**config.mk**
```make
export PLATFORM = sky130hd
export DESIGN_NAME = scts_term
export DESIGN_NICKNAME = d
export VERILOG_FILES = /design/src/hdl/scts_pkg.sv /design/src/hdl/scts_term.sv
export SDC_FILE = /design/constraint.sdc
export NUM_CORES = 2
export LEC_CHECK = 0
export ABC_AREA = 1
export BUFFER_PORTS_ARGS = -buffer_cell sky130_fd_sc_hd__buf_2
export CAP_MARGIN = 25
export CORE_MARGIN = 4
export CORE_UTILIZATION = 45
export DETAILED_ROUTE_END_ITERATION = 10
export GPL_TIMING_DRIVEN = 1
export SLEW_MARGIN = 20
export SYNTH_ARGS = -nofsm -noshare
export SYNTH_HDL_FRONTEND = slang
export SYNTH_SLANG_ARGS = --single-unit
```
**constraint.sdc**
```tcl
create_clock -name i_clk -period 15.8 [get_ports i_clk]
set_clock_uncertainty 0.05 [all_clocks]
set_input_delay 0.79 -clock i_clk [delete_from_list [all_inputs] [get_ports i_clk]]
set_output_delay 0.79 -clock i_clk [all_outputs]
set_load 0.01 [all_outputs]
```
**src/hdl/scts_pkg.sv**
```systemverilog
`default_nettype none
package scts_pkg;

    // angle reduction constants, Q16
    localparam int ANG_W = 21;
    localparam logic signed [ANG_W-1:0] Q_PI     = 21'sd205887;
    localparam logic signed [ANG_W-1:0] Q_TWO_PI = 21'sd411775;

    // series term datapath
    localparam int AX_W   = 18;
    localparam int X2_W   = 20;
    localparam int TERM_W = 24;
    localparam int RCP_SH = 24;
    localparam int DIV_W  = 6;

    // register stages ahead of the tangent divider
    localparam int NS = 12;

    localparam logic [TERM_W-1:0] RECIP_6  = TERM_W'((2**RCP_SH) / 6);
    localparam logic [TERM_W-1:0] RECIP_12 = TERM_W'((2**RCP_SH) / 12);
    localparam logic [TERM_W-1:0] RECIP_20 = TERM_W'((2**RCP_SH) / 20);
    localparam logic [TERM_W-1:0] RECIP_30 = TERM_W'((2**RCP_SH) / 30);
    localparam logic [TERM_W-1:0] RECIP_42 = TERM_W'((2**RCP_SH) / 42);
    localparam logic [DIV_W-1:0]  DIV_6    = 6'd6;
    localparam logic [DIV_W-1:0]  DIV_12   = 6'd12;
    localparam logic [DIV_W-1:0]  DIV_20   = 6'd20;
    localparam logic [DIV_W-1:0]  DIV_30   = 6'd30;
    localparam logic [DIV_W-1:0]  DIV_42   = 6'd42;

    // series result and divider widths
    localparam int SC_W    = 25;
    localparam int DEN_W   = SC_W - 1;
    localparam int NUM_W   = DEN_W + 16;
    localparam int VAL_W   = 32;

    localparam logic [1:0] MODE_COS = 2'd1;

    typedef struct packed {
        logic                    tan;
        logic signed [VAL_W-1:0] res;
        logic                    qneg;
        logic                    czero;
        logic                    sneg;
    } t_side;

endpackage
`default_nettype wire

```
**src/hdl/scts_term.sv**
```systemverilog
`default_nettype none
module scts_term import scts_pkg::*; (
    input  wire logic              i_clk,
    input  wire logic              i_en,
    input  wire logic [TERM_W-1:0] i_a,
    input  wire logic [X2_W-1:0]   i_x2,
    input  wire logic [TERM_W-1:0] i_recip,
    input  wire logic [DIV_W-1:0]  i_div,
    output logic      [TERM_W-1:0] o_f
);

    logic [TERM_W+X2_W-1:0]   prod;
    logic [2*TERM_W-1:0]      qprod;
    logic [TERM_W+DIV_W-1:0]  qd;
    logic [TERM_W-1:0]        rem;
    logic [TERM_W-1:0]        r_p;
    logic [TERM_W-1:0]        r_pb;
    logic [TERM_W-1:0]        r_q0;

    assign prod  = {{X2_W{1'b0}}, i_a} * {{TERM_W{1'b0}}, i_x2};
    assign qprod = {{TERM_W{1'b0}}, r_p} * {{TERM_W{1'b0}}, i_recip};
    assign qd    = {{DIV_W{1'b0}}, r_q0} * {{TERM_W{1'b0}}, i_div};
    // estimate is low by at most one
    assign rem   = r_pb - qd[TERM_W-1:0];

    always_ff @(posedge i_clk) begin
        if (i_en) begin
            r_p  <= prod[TERM_W+15:16];
            r_q0 <= qprod[2*TERM_W-1:RCP_SH];
            r_pb <= r_p;
            o_f  <= (rem >= TERM_W'(i_div)) ? r_q0 + TERM_W'(1) : r_q0;
        end
    end

endmodule
`default_nettype wire

```
==> run summary <==
status - finished, final reports clean
Post-synth EDFFs - 96
share of cells above drive strength 1 - 3.48%
Hold Path Stages - 0
GP Congestion - 0.907
CP required - 15.91 ns
worst r2r dst - r_q0[10]
maxcap violations - 0
vias per cell - 4.98
final setup vio count - 0
Die Y - 321 µm
worst r2r src - r_p[21]
GR Overflow Total - 0
Clock Pin Slew Worst Setup and Hold Paths - 0.08 ns
via count - 34600
area share of the largest cell type after synthesis - 43.6%
Starting Density - 45.6%
Worst path most repeated cell - fa_1
# DRC - 0
CTS buffer count - 9
remaining antenna violation count - 0
clk_lat worst skew - 0.37 ns
initial antenna violation count - 5
final hold vios - 0
cell count after synthesis - 5745
post-CTS setup buffers - 0
Final min period - 7.27 ns
TritonCTS clock tree - done
clk buf depth - 2
Most used DFF post-synth - edfxtp_1
Root Buffer - clkbuf_16
Synth cell types - 44
Die W - 321 µm
Tcrit/Tclk final - 46.0%
worst reg2reg path depth - 24
area leader, netlist - fa_1
delay-heaviest family, CP - adder cells
number of global-route vias before repair - 36800
clock sinks - 96
antenna cells - 0
# rows - 114
hold worst-path end - r_pb[14]
htree depth - 3
final wirelength - 121000 µm
crit start category - primary input
I/O pin total - 100
DR WL/cell - 17.5 µm
R2R Setup Slk - 8.63 ns
IO buf count - 99
Worst Path Max Fanout - 24
largest net degree at the start of global routing - 50
Starting DRT DRC Count - 2085
Synth area leaders - fa_1, inv_1, nand2_1
hold_buf cts - 0
multi-input gate area in the final layout - 33400 µm²
Die Area - 103000 µm²
DP HPWL - 95400 µm
GRT Total Usage - 24.2%
sequential cell area fraction in the yosys report - 6.52%
Worst Tran Pin Value - 0.774 ns
crit path DAT - 7.38 ns
Area Overhead vs Synth - 3.77%
Net count, final - 7031
type of the worst setup path - primary input to register
Post-synth top cells - inv_1, nand2_1, fa_1
Final Max Slew Viols - 0
max incr delay on CP - 0.58 ns
Post-Syn Area - 44200 µm²
synthesized area per cell - 7.69 µm²
Yosys reg bits - 96
detailed-router iteration count before antenna repair - 7
Hold Crit Class - register to register
PostCTS Resize Cnt - 0
first-pass GRT wire length - 198000 µm
RSZ-0062 raised after global routing - false
Mapped Nets - 7121
CP max stage cell - buf_2
worst-path cell chain - buf_2 -> nand2_1 -> fa_1 -> fa_1 -> inv_1 -> fa_1 -> inv_1 -> fa_1 -> inv_1 -> fa_1 -> fa_1 -> inv_1 -> fa_1 -> inv_1 -> ha_1 -> nand2_1 -> nand2_1 -> a31oi_1 -> inv_1 -> a21oi_1 -> o21ai_0 -> a21oi_1 -> o21ai_0 -> xor2_1
Setup crit end kind - register
TNS Setup - 0 ns
register area - 2880 µm²
HP Start - r_p[14]
Syn. warnings - 0
core area - 97000 µm²
async set-reset flop share out of synthesis - 0%
most frequent cell after synthesis - inv_1
relative slew slack - 48.4%
Layout fillers - 9897
worst path bufs/invs - 7
fmax - 0.138 GHz
[placed cells by master (no fill, tap or decap), types with 9 or more instances in the layout]
| cell type | Yosys | final |
|---|---|---|
| inv_2 | 11 | 11 |
| nand3_2 | 24 | 24 |
| inv_1 | 1856 | 1856 |
| clkbuf_16 | 0 | 9 |
| o21a_1 | 15 | 15 |
| nand3_1 | 67 | 67 |
| buf_2 | 22 | 98 |
| buf_4 | 0 | 26 |
| a21oi_1 | 132 | 132 |
| nor3_1 | 25 | 25 |
| xor2_1 | 56 | 56 |
| ha_1 | 337 | 337 |
| nand4_1 | 28 | 28 |
| nor2_1 | 150 | 150 |
| o21ai_0 | 53 | 53 |
| a31oi_1 | 23 | 23 |
| xnor2_1 | 38 | 38 |
| nand2_1 | 1577 | 1577 |
| fa_1 | 963 | 963 |
| edfxtp_1 | 96 | 96 |
[final cells by class]
type	count	area share, %
tap	1276	3.48
multi-input combinational	3556	72.8
timing repair buffer	124	1.50
clock buffer	9	0.491
inverter	1868	15.3
sequential	96	6.29
clock inverter	7	0.153
[registers in the layout, indices dropped and copies added (netlist names)]
| register | flops |
|---|---|
| o_f | 24 |
| r_pb | 24 |
| r_p | 24 |
| r_q0 | 24 |
[worst max-delay path by stage]
stage               depth (start not counted)  endpoint  slack (ns)        from
detailed placement                         24  r_q0[10]        8.23  i_recip[9]
finish                                     24  r_q0[10]        8.53  i_recip[9]
floorplan                                  28  r_q0[21]        9.16  i_recip[3]
global placement                           24  r_q0[10]        8.21  i_recip[9]
global route                               24  r_q0[14]        8.21  i_recip[9]
CTS                                        24  r_q0[10]        8.57     r_p[21]
[per-stage QoR]
stage / util, % / hold slack, ns / setup WS, ns / instances / area, µm²
after global placement: 47.0 / 0.515 / 8.21 / 6920 / 45600
after floorplan: - / 0.463 / 9.16 / 5745 / 44200
after detailed placement: 47.0 / 0.518 / 8.23 / 6920 / 45600
after CTS: 47.3 / 0.519 / 8.57 / 6936 / 45900
after global routing: 47.3 / 0.511 / 8.21 / 6936 / 45900
final: 47.3 / 0.518 / 8.53 / 6936 / 45900
[cells by family after synthesis]
family                   count (synthesis)  share of synthesized area, %
buffers and inverters                 2093                          17.9
AND/OR/NAND/NOR                       1905                          17.2
adder cells (fa/ha/maj)               1300                          53.2
AO/OA/AOI/OAI                          257                          3.28
flip-flops                              96                          6.52
XOR/XNOR                                94                          1.86
[layer usage]
layer | vias up | share of wire (%) | global-route usage, %
met2 | 1045 | 49 | 42.3
met5 | - | 0.034 | 0
met1 | 17400 | 43 | 32.9
li1 | 15900 | - | -
met3 | 180 | 6.2 | 3.12
met4 | 6 | 1.9 | 4.18
Power is not shown: default switching activity piles up to over one toggle a cycle in this logic, so the estimate is an artifact.
